`config.mk`:
```
export PLATFORM = sky130hd
export DESIGN_NAME = life_cellular_automaton_step_top
export DESIGN_NICKNAME = d
export VERILOG_FILES = /design/src/rtl/lcas_pkg.sv /design/src/rtl/lcas_cell.sv /design/src/rtl/lcas_window.sv /design/src/rtl/life_cellular_automaton_step_top.sv
export SDC_FILE = /design/constraint.sdc
export NUM_CORES = 1
export LEC_CHECK = 0
export BUFFER_PORTS_ARGS = -buffer_cell sky130_fd_sc_hd__buf_2
export CORE_MARGIN = 3
export CORE_UTILIZATION = 30
export DETAILED_ROUTE_END_ITERATION = 8
export PLACE_DENSITY = 0.43
export SLEW_MARGIN = 20
export SYNTH_ARGS = -nofsm -noshare
export SYNTH_HDL_FRONTEND = slang
export SYNTH_SLANG_ARGS = --single-unit
```
`constraint.sdc`:
```
create_clock -name clk -period 9.6 [get_ports clk]
set_input_delay 1.44 -clock clk [delete_from_list [all_inputs] [get_ports clk]]
set_output_delay 1.44 -clock clk [all_outputs]
set_load 0.02 [all_outputs]
```
`src/rtl/lcas_pkg.sv`:
```
`timescale 1ns / 1ps
`default_nettype none
// ----------------------------------------------------------------------------
// lcas_pkg
// Shared types, codes and the birth/survival rule for the life step block.
// ----------------------------------------------------------------------------
package lcas_pkg;

    localparam logic OP_CELL  = 1'b0;
    localparam logic OP_DRAIN = 1'b1;

    localparam logic REG_WIDTH  = 1'b0;
    localparam logic REG_HEIGHT = 1'b1;

    localparam int CFG_DATA_W  = 8;
    localparam int CFG_INDEX_W = 1;
    localparam int COLUMN_W    = 7;
    localparam int ROW_W       = 6;

    typedef struct packed {
        logic opcode;
        logic alive;
    } cell_in_t;

    typedef struct packed {
        logic                next_alive;
        logic [COLUMN_W-1:0] cell_column;
        logic [ROW_W-1:0]    cell_row;
        logic                last_of_frame;
    } result_t;

    // One column position of the two line buffers.
    typedef struct packed {
        logic mid;
        logic top;
    } line_t;

    // B3/S23 on a 3x3 window; bit 4 is the center cell.
    function automatic logic rule_of(input logic [8:0] win);
        logic [3:0] n;
        n = '0;
        for (int i = 0; i < 9; i++)
        begin
            if (i != 4)
            begin
                n = n + 4'(win[i]);
            end
        end
        return (n == 4'd3) || ((n == 4'd2) && win[4]);
    endfunction

endpackage
`default_nettype wire

```
`src/rtl/lcas_cell.sv`:
```
`timescale 1ns / 1ps
`default_nettype none
// ----------------------------------------------------------------------------
// lcas_cell
// One column slot of the two line buffers. Each slot passes its contents
// toward slot zero on every shift and loads fresh data when it is the far
// end of the active row width.
// ----------------------------------------------------------------------------
module lcas_cell #(
    parameter int WIDTH_W = 8,
    parameter int INDEX   = 0
) (
    input  wire logic                 clk,
    input  wire logic                 shift_en,
    input  wire logic [WIDTH_W-1:0]   width_eff,
    input  wire lcas_pkg::line_t      inject,
    input  wire lcas_pkg::line_t      neighbor,
    output      lcas_pkg::line_t      value
);

    lcas_pkg::line_t data_reg;
    lcas_pkg::line_t data_next;
    logic            is_end;

    assign is_end = (width_eff == WIDTH_W'(INDEX + 1));

    always_comb
    begin
        data_next = data_reg;
        if (shift_en)
        begin
            data_next = is_end ? inject : neighbor;
        end
    end

    always_ff @(posedge clk)
    begin
        data_reg <= data_next;
    end

    assign value = data_reg;

endmodule
`default_nettype wire

```
`src/rtl/lcas_window.sv`:
```
`timescale 1ns / 1ps
`default_nettype none
// ----------------------------------------------------------------------------
// lcas_window
// The 3x3 neighbor window, held column by column, and the rule evaluation
// for the cell at its center.
// ----------------------------------------------------------------------------
module lcas_window (
    input  wire logic       clk,
    input  wire logic       rst_n,
    input  wire logic       shift_en,
    input  wire logic       col_zero,
    input  wire logic [2:0] new_col,
    output      logic       next_alive
);

    logic [8:0] win_reg;
    logic [8:0] win_next;
    logic [8:0] win_shifted;

    assign win_shifted = {new_col, win_reg[8:3]};

    always_comb
    begin
        win_next = win_reg;
        if (shift_en)
        begin
            win_next = col_zero ? {new_col, 6'b0} : win_shifted;
        end
    end

    always_ff @(posedge clk or negedge rst_n)
    begin
        if (!rst_n)
        begin
            win_reg <= '0;
        end
        else
        begin
            win_reg <= win_next;
        end
    end

    // At the start of a row the window closes out the previous row's last cell.
    assign next_alive = col_zero ? lcas_pkg::rule_of({3'b0, win_reg[8:3]})
                                 : lcas_pkg::rule_of(win_shifted);

endmodule
`default_nettype wire

```
`src/rtl/life_cellular_automaton_step_top.sv`:
```
`timescale 1ns / 1ps
`default_nettype none
// ----------------------------------------------------------------------------
// life_cellular_automaton_step_top
// One Game of Life generation (B3/S23) over a raster-streamed bounded grid.
// ----------------------------------------------------------------------------
// The block takes one cell per clock and delivers one result per clock. A
// result is registered at the transfer that completes its neighborhood and is
// offered in the next cycle; the input stalls only while a result waits on a
// stalled output. A cell's result follows width+1 cell or flush transfers
// after the cell itself, set by the two line buffers, which are a chain of
// MAX_WIDTH column slots shifting once per cell or flush transfer, and the
// 3x3 window. After the last cell of a frame, width+1 drain transfers flush
// the rest; the final result of a frame carries last_of_frame. Drains outside
// a frame produce nothing and shift nothing, and a cell sent during the flush
// counts as a drain. Width and height are clamped to 3..MAX_WIDTH and
// 3..MAX_HEIGHT; a register write restarts the frame.
// ----------------------------------------------------------------------------
module life_cellular_automaton_step_top #(
    parameter int MAX_WIDTH  = 128,
    parameter int MAX_HEIGHT = 64
) (
    input  wire logic                               clk,
    input  wire logic                               rst_n,
    input  wire logic                               cell_valid,
    output      logic                               cell_stall,
    input  wire lcas_pkg::cell_in_t                 cell_data,
    output      logic                               result_valid,
    input  wire logic                               result_stall,
    output      lcas_pkg::result_t                  result_data,
    input  wire logic                               cfg_write_en,
    input  wire logic [lcas_pkg::CFG_INDEX_W-1:0]   cfg_index,
    input  wire logic [lcas_pkg::CFG_DATA_W-1:0]    cfg_data
);

    localparam int WW    = $clog2(MAX_WIDTH + 1);
    localparam int HW    = $clog2(MAX_HEIGHT + 1);
    localparam int CLW   = $clog2(MAX_WIDTH);
    localparam int RW    = $clog2(MAX_HEIGHT + 2);
    localparam int WCMP  = (WW > 8) ? WW : 8;
    localparam int HCMP  = (HW > 7) ? HW : 7;
    localparam int CXW   = (WW > lcas_pkg::COLUMN_W) ? WW : lcas_pkg::COLUMN_W;
    localparam int RXW   = (RW > lcas_pkg::ROW_W) ? RW : lcas_pkg::ROW_W;

    logic [7:0]         width_reg;
    logic [7:0]         width_next;
    logic [6:0]         height_reg;
    logic [6:0]         height_next;
    logic [CLW-1:0]     col_reg;
    logic [CLW-1:0]     col_next;
    logic [RW-1:0]      row_reg;
    logic [RW-1:0]      row_next;
    logic               rvalid_reg;
    logic               rvalid_next;
    lcas_pkg::result_t  rdata_reg;
    lcas_pkg::result_t  rdata_next;

    logic [WCMP-1:0]    width_ext;
    logic [HCMP-1:0]    height_ext;
    logic [WW-1:0]      w_eff;
    logic [HW-1:0]      h_eff;
    logic [RW-1:0]      h_row;
    logic               accept;
    logic               step;
    logic               draining;
    logic               row_end;
    logic               col_zero;
    logic               col_last;
    logic               have;
    logic               bot;
    logic [2:0]         new_col;
    logic               rule_out;
    lcas_pkg::line_t    tap;
    lcas_pkg::line_t    inject;
    lcas_pkg::line_t    chain [0:MAX_WIDTH];

    // Clamp the configured sizes.
    always_comb
    begin
        width_ext  = WCMP'(width_reg);
        height_ext = HCMP'(height_reg);
        if (width_ext < WCMP'(3))
        begin
            w_eff = WW'(3);
        end
        else if (width_ext > WCMP'(MAX_WIDTH))
        begin
            w_eff = WW'(MAX_WIDTH);
        end
        else
        begin
            w_eff = WW'(width_ext);
        end
        if (height_ext < HCMP'(3))
        begin
            h_eff = HW'(3);
        end
        else if (height_ext > HCMP'(MAX_HEIGHT))
        begin
            h_eff = HW'(MAX_HEIGHT);
        end
        else
        begin
            h_eff = HW'(height_ext);
        end
    end

    assign h_row    = RW'(h_eff);
    assign accept   = cell_valid && !cell_stall;
    assign draining = (row_reg >= h_row);
    assign row_end  = (row_reg == h_row + RW'(1));
    assign step     = accept && (draining || (cell_data.opcode == lcas_pkg::OP_CELL));
    assign col_zero = (col_reg == '0);
    assign col_last = (WW'(col_reg) == w_eff - WW'(1));
    assign bot      = draining ? 1'b0 : cell_data.alive;

    // Line buffer chain; slot zero holds the oldest column.
    assign tap              = chain[0];
    assign inject.mid       = bot;
    assign inject.top       = tap.mid;
    assign chain[MAX_WIDTH] = '0;

    for (genvar i = 0; i < MAX_WIDTH; i++)
    begin : g_slot
        lcas_cell #(
            .WIDTH_W (WW),
            .INDEX   (i)
        ) u_cell (
            .clk       (clk),
            .shift_en  (step),
            .width_eff (w_eff),
            .inject    (inject),
            .neighbor  (chain[i + 1]),
            .value     (chain[i])
        );
    end

    // Rows above the grid read as dead.
    assign new_col = {bot,
                      tap.mid && (row_reg >= RW'(1)),
                      tap.top && (row_reg >= RW'(2))};

    lcas_window u_window (
        .clk        (clk),
        .rst_n      (rst_n),
        .shift_en   (step),
        .col_zero   (col_zero),
        .new_col    (new_col),
        .next_alive (rule_out)
    );

    assign have = col_zero ? (row_reg >= RW'(2)) : (row_reg >= RW'(1));

    always_comb
    begin
        width_next  = width_reg;
        height_next = height_reg;
        col_next    = col_reg;
        row_next    = row_reg;
        if (cfg_write_en)
        begin
            case (cfg_index)
                lcas_pkg::REG_WIDTH:  width_next  = cfg_data;
                lcas_pkg::REG_HEIGHT: height_next = cfg_data[6:0];
                default:              width_next  = width_reg;
            endcase
            col_next = '0;
            row_next = '0;
        end
        else if (step)
        begin
            if (row_end)
            begin
                col_next = '0;
                row_next = '0;
            end
            else if (col_last)
            begin
                col_next = '0;
                row_next = row_reg + RW'(1);
            end
            else
            begin
                col_next = col_reg + CLW'(1);
            end
        end
    end

    always_comb
    begin
        rdata_next = rdata_reg;
        if (col_zero)
        begin
            rdata_next.cell_column = lcas_pkg::COLUMN_W'(CXW'(w_eff) - CXW'(1));
            rdata_next.cell_row    = lcas_pkg::ROW_W'(RXW'(row_reg) - RXW'(2));
        end
        else
        begin
            rdata_next.cell_column = lcas_pkg::COLUMN_W'(CXW'(col_reg) - CXW'(1));
            rdata_next.cell_row    = lcas_pkg::ROW_W'(RXW'(row_reg) - RXW'(1));
        end
        rdata_next.next_alive    = rule_out;
        rdata_next.last_of_frame = col_zero && row_end;

        if (step && have)
        begin
            rvalid_next = 1'b1;
        end
        else if (!result_stall)
        begin
            rvalid_next = 1'b0;
        end
        else
        begin
            rvalid_next = rvalid_reg;
        end
    end

    always_ff @(posedge clk or negedge rst_n)
    begin
        if (!rst_n)
        begin
            width_reg  <= 8'd120;
            height_reg <= 7'd40;
            col_reg    <= '0;
            row_reg    <= '0;
            rvalid_reg <= 1'b0;
        end
        else
        begin
            width_reg  <= width_next;
            height_reg <= height_next;
            col_reg    <= col_next;
            row_reg    <= row_next;
            rvalid_reg <= rvalid_next;
        end
    end

    always_ff @(posedge clk)
    begin
        if (step && have)
        begin
            rdata_reg <= rdata_next;
        end
    end

    assign cell_stall   = rvalid_reg && result_stall;
    assign result_valid = rvalid_reg;
    assign result_data  = rdata_reg;

endmodule
`default_nettype wire

```
After elaboration in Yosys (flattened, before gate mapping) --
Cells that the tools add are included.
Storage, ports and cells: bits in registers 310, bits in latches 0, memory bits (writable) 0, bits in read-only memories 0, output and inout port bits 17, logic and storage cells 589, memories kept 0
Cells by class: add/sub/neg operators 14, multipliers 0, div/mod/pow operators 0, magnitude comparators 7, equality and inequality tests 135, shifts and indexed selects 0, muxes and demuxes 146, bitwise logic cells 2, reductions and logical operators 19
Operators by type and width (count):
- 8-bit by 7-bit == test with 1-bit output, second input constant | 64
- 8-bit by 6-bit == test with 1-bit output, second input constant | 32
- 2-bit two-way mux | 127
- 8-bit by 5-bit == test with 1-bit output, second input constant | 16
- 7-bit two-way mux | 10
- 8-bit by 4-bit == test with 1-bit output, second input constant | 8
- 8-bit by 3-bit == test with 1-bit output, second input constant | 4
- 4-bit by 1-bit adder with 4-bit output | 6
- 7-bit by 1-bit adder with 7-bit output, second input constant | 3
- 4-bit by 2-bit == test with 1-bit output, second input constant | 4
- 8-bit by 2-bit == test with 1-bit output, second input constant | 2
- 8-bit two-way mux | 2
- 13-bit two-way mux | 1
- 1-bit logical AND | 9
- 7-bit by 8-bit == test with 1-bit output | 1
- 8-bit by 1-bit == test with 1-bit output, second input constant | 1
- 8-bit == test, second input constant | 1
- 8-bit > comparator, second input constant | 1
- 8-bit by 2-bit less-than comparator with 1-bit output, second input constant | 1
- 8-bit by 1-bit subtractor with 8-bit output, second input constant | 1
- 7-bit == test | 1
- 7-bit by 1-bit greater-or-equal comparator with 1-bit output, second input constant | 1
- 7-bit by 2-bit greater-or-equal comparator with 1-bit output, second input constant | 1
- 7-bit greater-or-equal comparator | 1
- 16 further kinds | 25

Longest topological paths before layout --
Gate-level depths: netlist of the first run.
depth in word-level cells 11, mapped depth 17, gate-level depth less buffers 14

Modules after synthesis --
Synthesis of the first run repeated with hierarchy kept, for this count alone.
Second synthesis, totals: cell total of the unflattened synthesis 1260, area total of the unflattened synthesis 18168.7 um^2
By module, submodules not included:
- lcas_cell at g_slot[0].u_cell ... | times used 28, cells each 7, area an instance 113.9 um^2
- life_cellular_automaton_step_top | times used 1, cells each 318, area an instance 3034.2 um^2
- lcas_cell at g_slot[114].u_cell ... | times used 19, cells each 7, area an instance 107.6 um^2
- lcas_cell at g_slot[107].u_cell ... | times used 16, cells each 7, area an instance 105.1 um^2
- lcas_cell at g_slot[16].u_cell ... | times used 12, cells each 7, area an instance 135.1 um^2
- lcas_cell at g_slot[22].u_cell ... | times used 12, cells each 7, area an instance 133.9 um^2
- lcas_cell at g_slot[102].u_cell ... | times used 12, cells each 7, area an instance 108.9 um^2
- lcas_cell at g_slot[100].u_cell ... | times used 8, cells each 7, area an instance 121.4 um^2
- lcas_cell at g_slot[14].u_cell ... | times used 7, cells each 7, area an instance 111.4 um^2
- lcas_cell at g_slot[110].u_cell ... | times used 6, cells each 7, area an instance 106.4 um^2
- lcas_window | times used 1, cells each 46, area an instance 456.7 um^2
- lcas_cell at g_slot[112].u_cell ... | times used 4, cells each 7, area an instance 110.1 um^2
- lcas_cell at g_slot[11].u_cell ... | times used 3, cells each 7, area an instance 98.8 um^2
- lcas_cell at g_slot[126].u_cell | times used 1, cells each 7, area an instance 103.8 um^2

Worst setup path before layout of the first run --
OpenSTA, ideal clock, no wires.
path type flip-flop to flip-flop, start register height_reg[4] (netlist: height_ext[4]), end register g_slot[0].u_cell.data_reg (netlist bit g_slot[0].u_cell.value[0]) (enable), setup time 2208 ps, data arrival time 6902 ps, required time 7392 ps, slack 490 ps, cell stages (with the launch flop) 11, buffers on the path 1, clock period less this slack 9110 ps, path through dfrtp_1 > clkbuf_1 > nor4_1 > nor2_1 > nor2_1 > ha_1 > nor2b_1 > o21ai_0 > a2111o_1 > nand3_1 > clkinv_1
On the way: cells in the longest elaborated chain, start to end 6, elaborated cells on any way between the ends 7, classes of those cells order compare (3); mux (2); reduce/logical (2)
Ends and longest elaborated chain:
- start: declaration | RTL line life_cellular_automaton_step_top.sv:47 | logic [6:0] height_reg;
- start signal: assignment | RTL line life_cellular_automaton_step_top.sv:232 | height_reg <= height_next;
- 7-bit > comparator | RTL line life_cellular_automaton_step_top.sv:98 | else if (height_ext > HCMP'(MAX_HEIGHT))
- 7-bit two-way mux | RTL line life_cellular_automaton_step_top.sv:98
- 7-bit two-way mux (*) | RTL line life_cellular_automaton_step_top.sv:94 | if (height_ext < HCMP'(3))
- 7-bit greater-or-equal comparator (*) | RTL line life_cellular_automaton_step_top.sv:110 | assign draining = (row_reg >= h_row);
- 1-bit logical OR (*) | RTL line life_cellular_automaton_step_top.sv:112 | assign step = accept && (draining || (cell_data.opcode == lcas_pkg::OP_CELL));
- 1-bit logical AND (*) | RTL line life_cellular_automaton_step_top.sv:112
- named net g_slot[0].u_cell.shift_en | RTL line lcas_cell.sv:14 | input wire logic shift_en,
- end signal: assignment | RTL line lcas_cell.sv:38 | data_reg <= data_next;
- end: declaration | RTL line lcas_cell.sv:21 | lcas_pkg::line_t data_reg;
The timed path passes the listed nets; every way through them passes the cells marked *. A chain may end at the register's enable or synchronous reset.

Worst setup path in the final report of the first run --
start register height_reg[4] (netlist: height_ext[4]), end register row_reg[6]
On the way: cells in the longest elaborated chain, start to end 8, elaborated cells on any way between the ends 15, classes of those cells add/sub (1); order compare (3); eq/ne (1); mux (5); reduce/logical (5)
Ends and longest elaborated chain:
- 7-bit > comparator | RTL line life_cellular_automaton_step_top.sv:98
- 7-bit two-way mux | RTL line life_cellular_automaton_step_top.sv:98
- 7-bit two-way mux (*) | RTL line life_cellular_automaton_step_top.sv:94
- 7-bit greater-or-equal comparator (*) | RTL line life_cellular_automaton_step_top.sv:110
- 1-bit logical OR (*) | RTL line life_cellular_automaton_step_top.sv:112
- 1-bit logical AND (*) | RTL line life_cellular_automaton_step_top.sv:112
- named net g_slot[0].u_cell.shift_en | RTL line lcas_cell.sv:14
- 2-bit nonzero test (no source line) (*)
- 2-bit AND reduction (no source line) (*)
- end signal: assignment | RTL line life_cellular_automaton_step_top.sv:234 | row_reg <= row_next;
- end: declaration | RTL line life_cellular_automaton_step_top.sv:51 | logic [RW-1:0] row_reg;
The timed path passes the listed nets; every way through them passes the cells marked *. The select of a mux whose other input is x is not followed.

==> impl_metrics.yaml, run 1 <==
clocking:
  cts.sinks: 307
  cts_tree: "yes"
  clock_path_buffers: 3
  insertion_delay_ns: 0.54
  ctsResizeCount: 0
  cts_hold_buf: 0
  clk_pin_slew_worst_paths_ns: 0.06
  cts.root.buffer_cell: "clkbuf_16"
  post_cts_buffers: 0
  htree_levels: 2
  numCtsBuffers: 37
setup_path:
  cp.depth: 12
  crit_path_end_kind: "flip-flop"
  critPathLaunchType: "flip-flop"
  path_buf_inv: 2
  arrival_ns: 5.11
  r2r_end: "row_reg[6]$_DFFE_PN0P_"
  reg2reg_from: "height_ext[4]$_DFFE_PN0P_"
  criticalPathCategory: "reg2reg"
  reg2reg_setup_slack_ns: 4.95
  r2r_cells: 12
  critPathRequiredTime_ns: 10.07
  crit_chain: "nor4_1 -> o21ai_0 -> ha_1 -> nand2_1 -> o21ai_0 -> a2111o_1 -> nand3_1 -> inv_8 -> buf_12 -> nand2_1 -> or4_1 -> nand3_1"
  worst_path_max_delay_cell: "buf_12"
  cp_max_fo: 163
  setup.worst_path.end: "row_reg[6]$_DFFE_PN0P_"
  path_delay_family: "simple AND/OR/NAND/NOR gates"
  max_stage_delay_ns: 0.74
  cp-startpoint: "height_ext[4]$_DFFE_PN0P_"
global_routing:
  grt_pass1_vias: 9147
  grt_first_pass_wirelength_um: 55130
  grt_max_degree: 164
  grt.overflow.total: 0
  gr-usage-all-layers: 0.1346
  antenna_found_initial: 1
die:
  start_util: 0.3048
  row_count: 81
  die_h_um: 229.5
  die_x_um: 229.5
  coreArea_sq_um: 49150
  die_area_sq_um: 52660
  ios: 33
place:
  hpwl_um: 20570
  gp_congestion: 0.7265
  dp.cells: 1745
  port_buffers: 32
timing:
  rsz0062_at_grt: "false"
  max_freq_ghz: 0.2153
  finalSetupViolCount: 0
  whs_ns: 0.4970
  period_share: 0.4839
  relSlewSlack: 0.2313
  setup-tns-final_ns: 0
  min_period_ns: 4.646
  tightestPinTransition_ns: 1.149
  slew_viol_final: 0
  final-hold-violation-count: 0
  fin_skew_ns: 0.01579
finish:
  drive_above_1_share: 0.3461
  largest_reg_flops: 256
  seq_area_sq_um: 9046
  area_delta_synth_final_pct: 14.08
  fin_nets: 1166
  n_antenna_cell: 0
  n_fill_cell: 4783
  stdcell_count: 1811
  multi_input_area_sq_um: 5610
logic_synthesis:
  syn_area_sq_um: 14980
  synth_edf_count: 271
  async_flop_share: 0.1173
  ys_seq_elements: 307
  yosysWarnings: 0
  synth-seq-area-share: 0.6038
  syn_inst: 1101
  ys.flop_type: "edfxtp_1"
  syn-mean-instance-area_sq_um: 13.61
  synth_nets: 1147
  synth_cell_types: 60
routing:
  wl_per_cell_um: 19.43
  drtAntennaViolNets: 0
  drt-initial-drc-count: 555
  drc_errors: 0
  drt_wl_total_um: 35190
  dr.pass1.iters: 5
  viasPerCell: 4.782
  dr_total_vias: 8661
run_status:
  outcome: "finished, final reports clean"
power:
  power.density_nw_per_um2: 211.2
  ir_drop_mv: 0.1317
  p_leak_nw: 5.806
flow_run:
  drv_cap: 0
min_path:
  holdPathStages: 2
  hold_path.class: "reg2reg"
report_power, final:
part | internal, mW | switching (mW) | leakage, nW
sequential | 1.62 | 0.0595 | 3.00
clock | 0.870 | 0.563 | 0.611
combinational | 0.180 | 0.316 | 2.19
total | 2.67 | 0.939 | 5.81
final cells by class:
cell class,count,share of cell area
sequential,307,0.5293
multi-input combinational,703,0.3283
clock buffer,45,0.05776
tap,664,0.04861
timing repair buffer,44,0.01537
clock inverter,21,0.01435
inverter,27,0.006369
cells in the mapped netlist, types with 6 or more instances:
master / instances / area share
clkbuf_1: 54 / 0.014
nor3_1: 8 / 0.0027
dfstp_2: 6 / 0.011
dfrtp_1: 30 / 0.050
buf_2: 10 / 0.0033
xor2_1: 6 / 0.0035
nand2b_1: 14 / 0.0058
nand2_1: 142 / 0.036
mux2_2: 269 / 0.20
nor2b_1: 11 / 0.0046
nor2_1: 68 / 0.017
edfxtp_1: 271 / 0.54
nand3_1: 17 / 0.0057
xnor2_1: 13 / 0.0076
a21oi_1: 13 / 0.0043
o21ai_0: 29 / 0.0097
inv_1: 26 / 0.0065
ha_1: 26 / 0.022
how the worst min path moves through the flow:
stage,start,endpoint
floorplan,u_window.win_reg[4]$_DFFE_PN0P_,u_window.win_reg[4]$_DFFE_PN0P_
global placement,u_window.win_reg[4]$_DFFE_PN0P_,u_window.win_reg[4]$_DFFE_PN0P_
detailed placement,u_window.win_reg[4]$_DFFE_PN0P_,u_window.win_reg[4]$_DFFE_PN0P_
CTS,u_window.win_reg[4]$_DFFE_PN0P_,u_window.win_reg[4]$_DFFE_PN0P_
global route,u_window.win_reg[4]$_DFFE_PN0P_,u_window.win_reg[4]$_DFFE_PN0P_
finish,u_window.win_reg[4]$_DFFE_PN0P_,u_window.win_reg[4]$_DFFE_PN0P_
tightest hold or removal path, cell delays in order (launching register included):
cell and delay [ns]:
dfrtp_1 0.36, nand2_1 0.05, nand2_1 0.05
per-layer routing:
metal / up-vias / wire (um) / part of all wire / track usage
met1: 4381 / 16910 / 0.48 / 0.1857
li1: 4120 / - / - / -
met5: - / 0 / 0 / 0
met2: 112 / 16400 / 0.47 / 0.2172
met4: 0 / 747 / 0.021 / 0.04176
met3: 48 / 1136 / 0.032 / 0.02201
per-stage QoR:
step / instance area [sq um] / setup slack [ns] / util / power, mW
after floorplan: 14980 / 0.4904 / - / 2.063
after global placement: 15850 / 5.002 / 0.3224 / 2.211
after detailed placement: 15860 / 5.001 / 0.3226 / 2.213
after CTS: 17090 / 4.943 / 0.3477 / 3.670
after global routing: 17090 / 4.480 / 0.3477 / 3.783
final: 17090 / 4.954 / 0.3477 / 3.609
cells by family after synthesis:
family,synth area share
flip-flops,0.6038
AND/OR/NAND/NOR,0.09145
XOR/XNOR,0.01261
adder cells (fa/ha/maj),0.02706
multiplexers,0.2042
buffers and inverters,0.02363
AO/OA/AOI/OAI,0.03725
layout by cell type (no fill, tap or decap), drive strengths merged, types with 26 or more instances in the layout:
| cell type | Yosys | routed |
|---|---|---|
| edfxtp | 271 | 271 |
| mux2 | 269 | 269 |
| nand2 | 143 | 143 |
| nor2 | 68 | 68 |
| clkbuf | 54 | 45 |
| buf | 10 | 44 |
| dfrtp | 30 | 30 |
| o21ai | 29 | 29 |
| inv | 26 | 29 |
| ha | 26 | 26 |
No activity file was read; power rests on OpenSTA's default activity.
==> inputs of run 2 (changes only) <==
Settings changed: PLACE_DENSITY 0.43 to 0.41.
Clock period 9.6 ns to 4.3 ns, I/O delays scaled along.
==> impl_metrics.yaml, run 2 (synthesis results as in run 1) <==
run_status:
  outcome: "finished, final reports clean"
global_routing:
  grt_use_met2: 0.2191
  antenna_found_initial: 0
  use_met1: 0.1893
  grt_pass1_vias: 9072
  gr-usage-all-layers: 0.1368
  grt_first_pass_wirelength_um: 55870
  use_met3: 0.02226
  busiest_layer: "met2"
  grt_max_degree: 93
  grt.overflow.total: 0
die:
  coreArea_sq_um: 49150
  ios: 33
  die_x_um: 229.5
  die_h_um: 229.5
  start_util: 0.3048
  die_area_sq_um: 52660
  row_count: 81
setup_path:
  critPathLaunchType: "flip-flop"
  r2r_end: "result_data[14]$_DFFE_PP_"
  reg2reg_setup_slack_ns: 0.37
  cp_max_fo: 8
  worst_path_max_delay_cell: "a2111oi_2"
  arrival_ns: 4.20
  criticalPathCategory: "reg2reg"
  setup.worst_path.end: "result_data[14]$_DFFE_PP_"
  crit_chain: "nor4_1 -> nor2_1 -> nor2_1 -> ha_1 -> nor2b_1 -> o21ai_0 -> a2111oi_2 -> fa_1 -> ha_1 -> fa_1 -> inv_1 -> a2111oi_0 -> a21oi_1 -> o21ai_0"
  max_stage_delay_ns: 0.52
  critPathRequiredTime_ns: 4.57
  reg2reg_from: "height_ext[4]$_DFFE_PN0P_"
  path_buf_inv: 1
  path_delay_family: "adder cells"
  cp-startpoint: "height_ext[4]$_DFFE_PN0P_"
  r2r_cells: 14
  crit_path_end_kind: "flip-flop"
  cp.depth: 14
clocking:
  cts_tree: "yes"
  ctsResizeCount: 0
  post_cts_buffers: 0
  numCtsBuffers: 38
  clk_pin_slew_worst_paths_ns: 0.06
  cts.sinks: 307
  insertion_delay_ns: 0.54
  htree_levels: 2
  clock_path_buffers: 3
  cts.root.buffer_cell: "clkbuf_16"
  cts_hold_buf: 0
power:
  p_comb_frac: 0.143
  power_frac_seq: 0.467
  switchingPower_mw: 2.099
  ir_drop_mv: 0.1925
  p_leak_nw: 5.910
  switching_share: 0.2618
  total_power_mw: 8.017
  internal_power_mw: 5.918
  power.density_nw_per_um2: 464.6
  clock_power_share: 0.390
timing:
  relSlewSlack: 0.2776
  rsz0062_at_grt: "false"
  slew_viol_final: 0
  finalSetupViolCount: 0
  max_freq_ghz: 0.2543
  period_share: 0.9144
  tightestPinTransition_ns: 1.080
  final-hold-violation-count: 0
  min_period_ns: 3.932
  fin_skew_ns: 0.01289
  setup-tns-final_ns: 0
routing:
  dr_total_vias: 8766
  drtAntennaViolNets: 0
  drt-initial-drc-count: 492
  drc_errors: 0
  drt_wl_total_um: 35730
  viasPerCell: 4.777
  dr.pass1.iters: 4
  wl_per_cell_um: 19.47
finish:
  drive_above_1_share: 0.3561
  mostFrequentLayoutCell: "edfxtp_1"
  area_delta_synth_final_pct: 15.18
  largest_reg_flops: 256
  fin_nets: 1191
  final_core_util: 0.3511
  final_cell_mix: "edfxtp_1, mux2_2, nand2_1"
  n_antenna_cell: 0
place:
  gp_congestion: 0.7520
  hpwl_um: 21850
  port_buffers: 32
min_path:
  hold_path.class: "in2async"
flow_run:
  drv_cap: 0
[run 2: cell count changes in the layout (fill, tap and decap cells not counted), moves of 2 or more]
| cell | change |
|---|---|
| buf_12 | +2 |
| buf_4 | +22 |
| bufinv_16 | -2 |
| clkbuf_1 | +3 |
| clkinv_2 | -2 |
[run 2: cell type report]
cell class	count	area [sq um]
inverter	27	113.9
multi-input combinational	703	5605
sequential	307	9046
clock inverter	16	155.1
fill	4807	31900
clock buffer	50	1037
tap	664	830.8
timing repair buffer	68	467.9
[run 2: routing by layer]
layer,share of wire,wire length (um)
met3,0.031,1098
met1,0.48,17210
met4,0.024,861
met5,0,0
met2,0.46,16560
[run 2: worst min-delay path by stage]
stage                                          from                              end  slack (ns)  depth (start not counted)
floorplan                                     rst_n           col_reg[0]$_DFFE_PN0P_        0.35                          0
global placement    u_window.win_reg[4]$_DFFE_PN0P_  u_window.win_reg[4]$_DFFE_PN0P_        0.47                          2
detailed placement  u_window.win_reg[4]$_DFFE_PN0P_  u_window.win_reg[4]$_DFFE_PN0P_        0.47                          2
CTS                                           rst_n        height_ext[2]$_DFFE_PN0P_        0.25                          1
global route                                  rst_n           row_reg[2]$_DFFE_PN0P_        0.28                          1
finish                                        rst_n         result_valid$_DFFE_PN0P_        0.24                          1
[run 2: power by group through the flow]
stage	combinational, mW	sequential [mW]	clock, mW
floorplan	0.803	3.76	0
CTS	1.18	3.75	3.25
global route	1.28	3.77	3.36
global placement	1.17	3.80	0
finish	1.15	3.74	3.13
detailed placement	1.17	3.80	0
[run 2: stage by stage]
step	hold slack [ns]	setup slack, ns	instance area [sq um]	cells
after floorplan	0.3494	0.06448	14990	1101
after global placement	0.4675	0.4152	16060	1769
after detailed placement	0.4685	0.3872	16060	1769
after CTS	0.2518	0.3617	17250	1835
after global routing	0.2801	0.1519	17260	1835
final	0.2379	0.3679	17260	1835
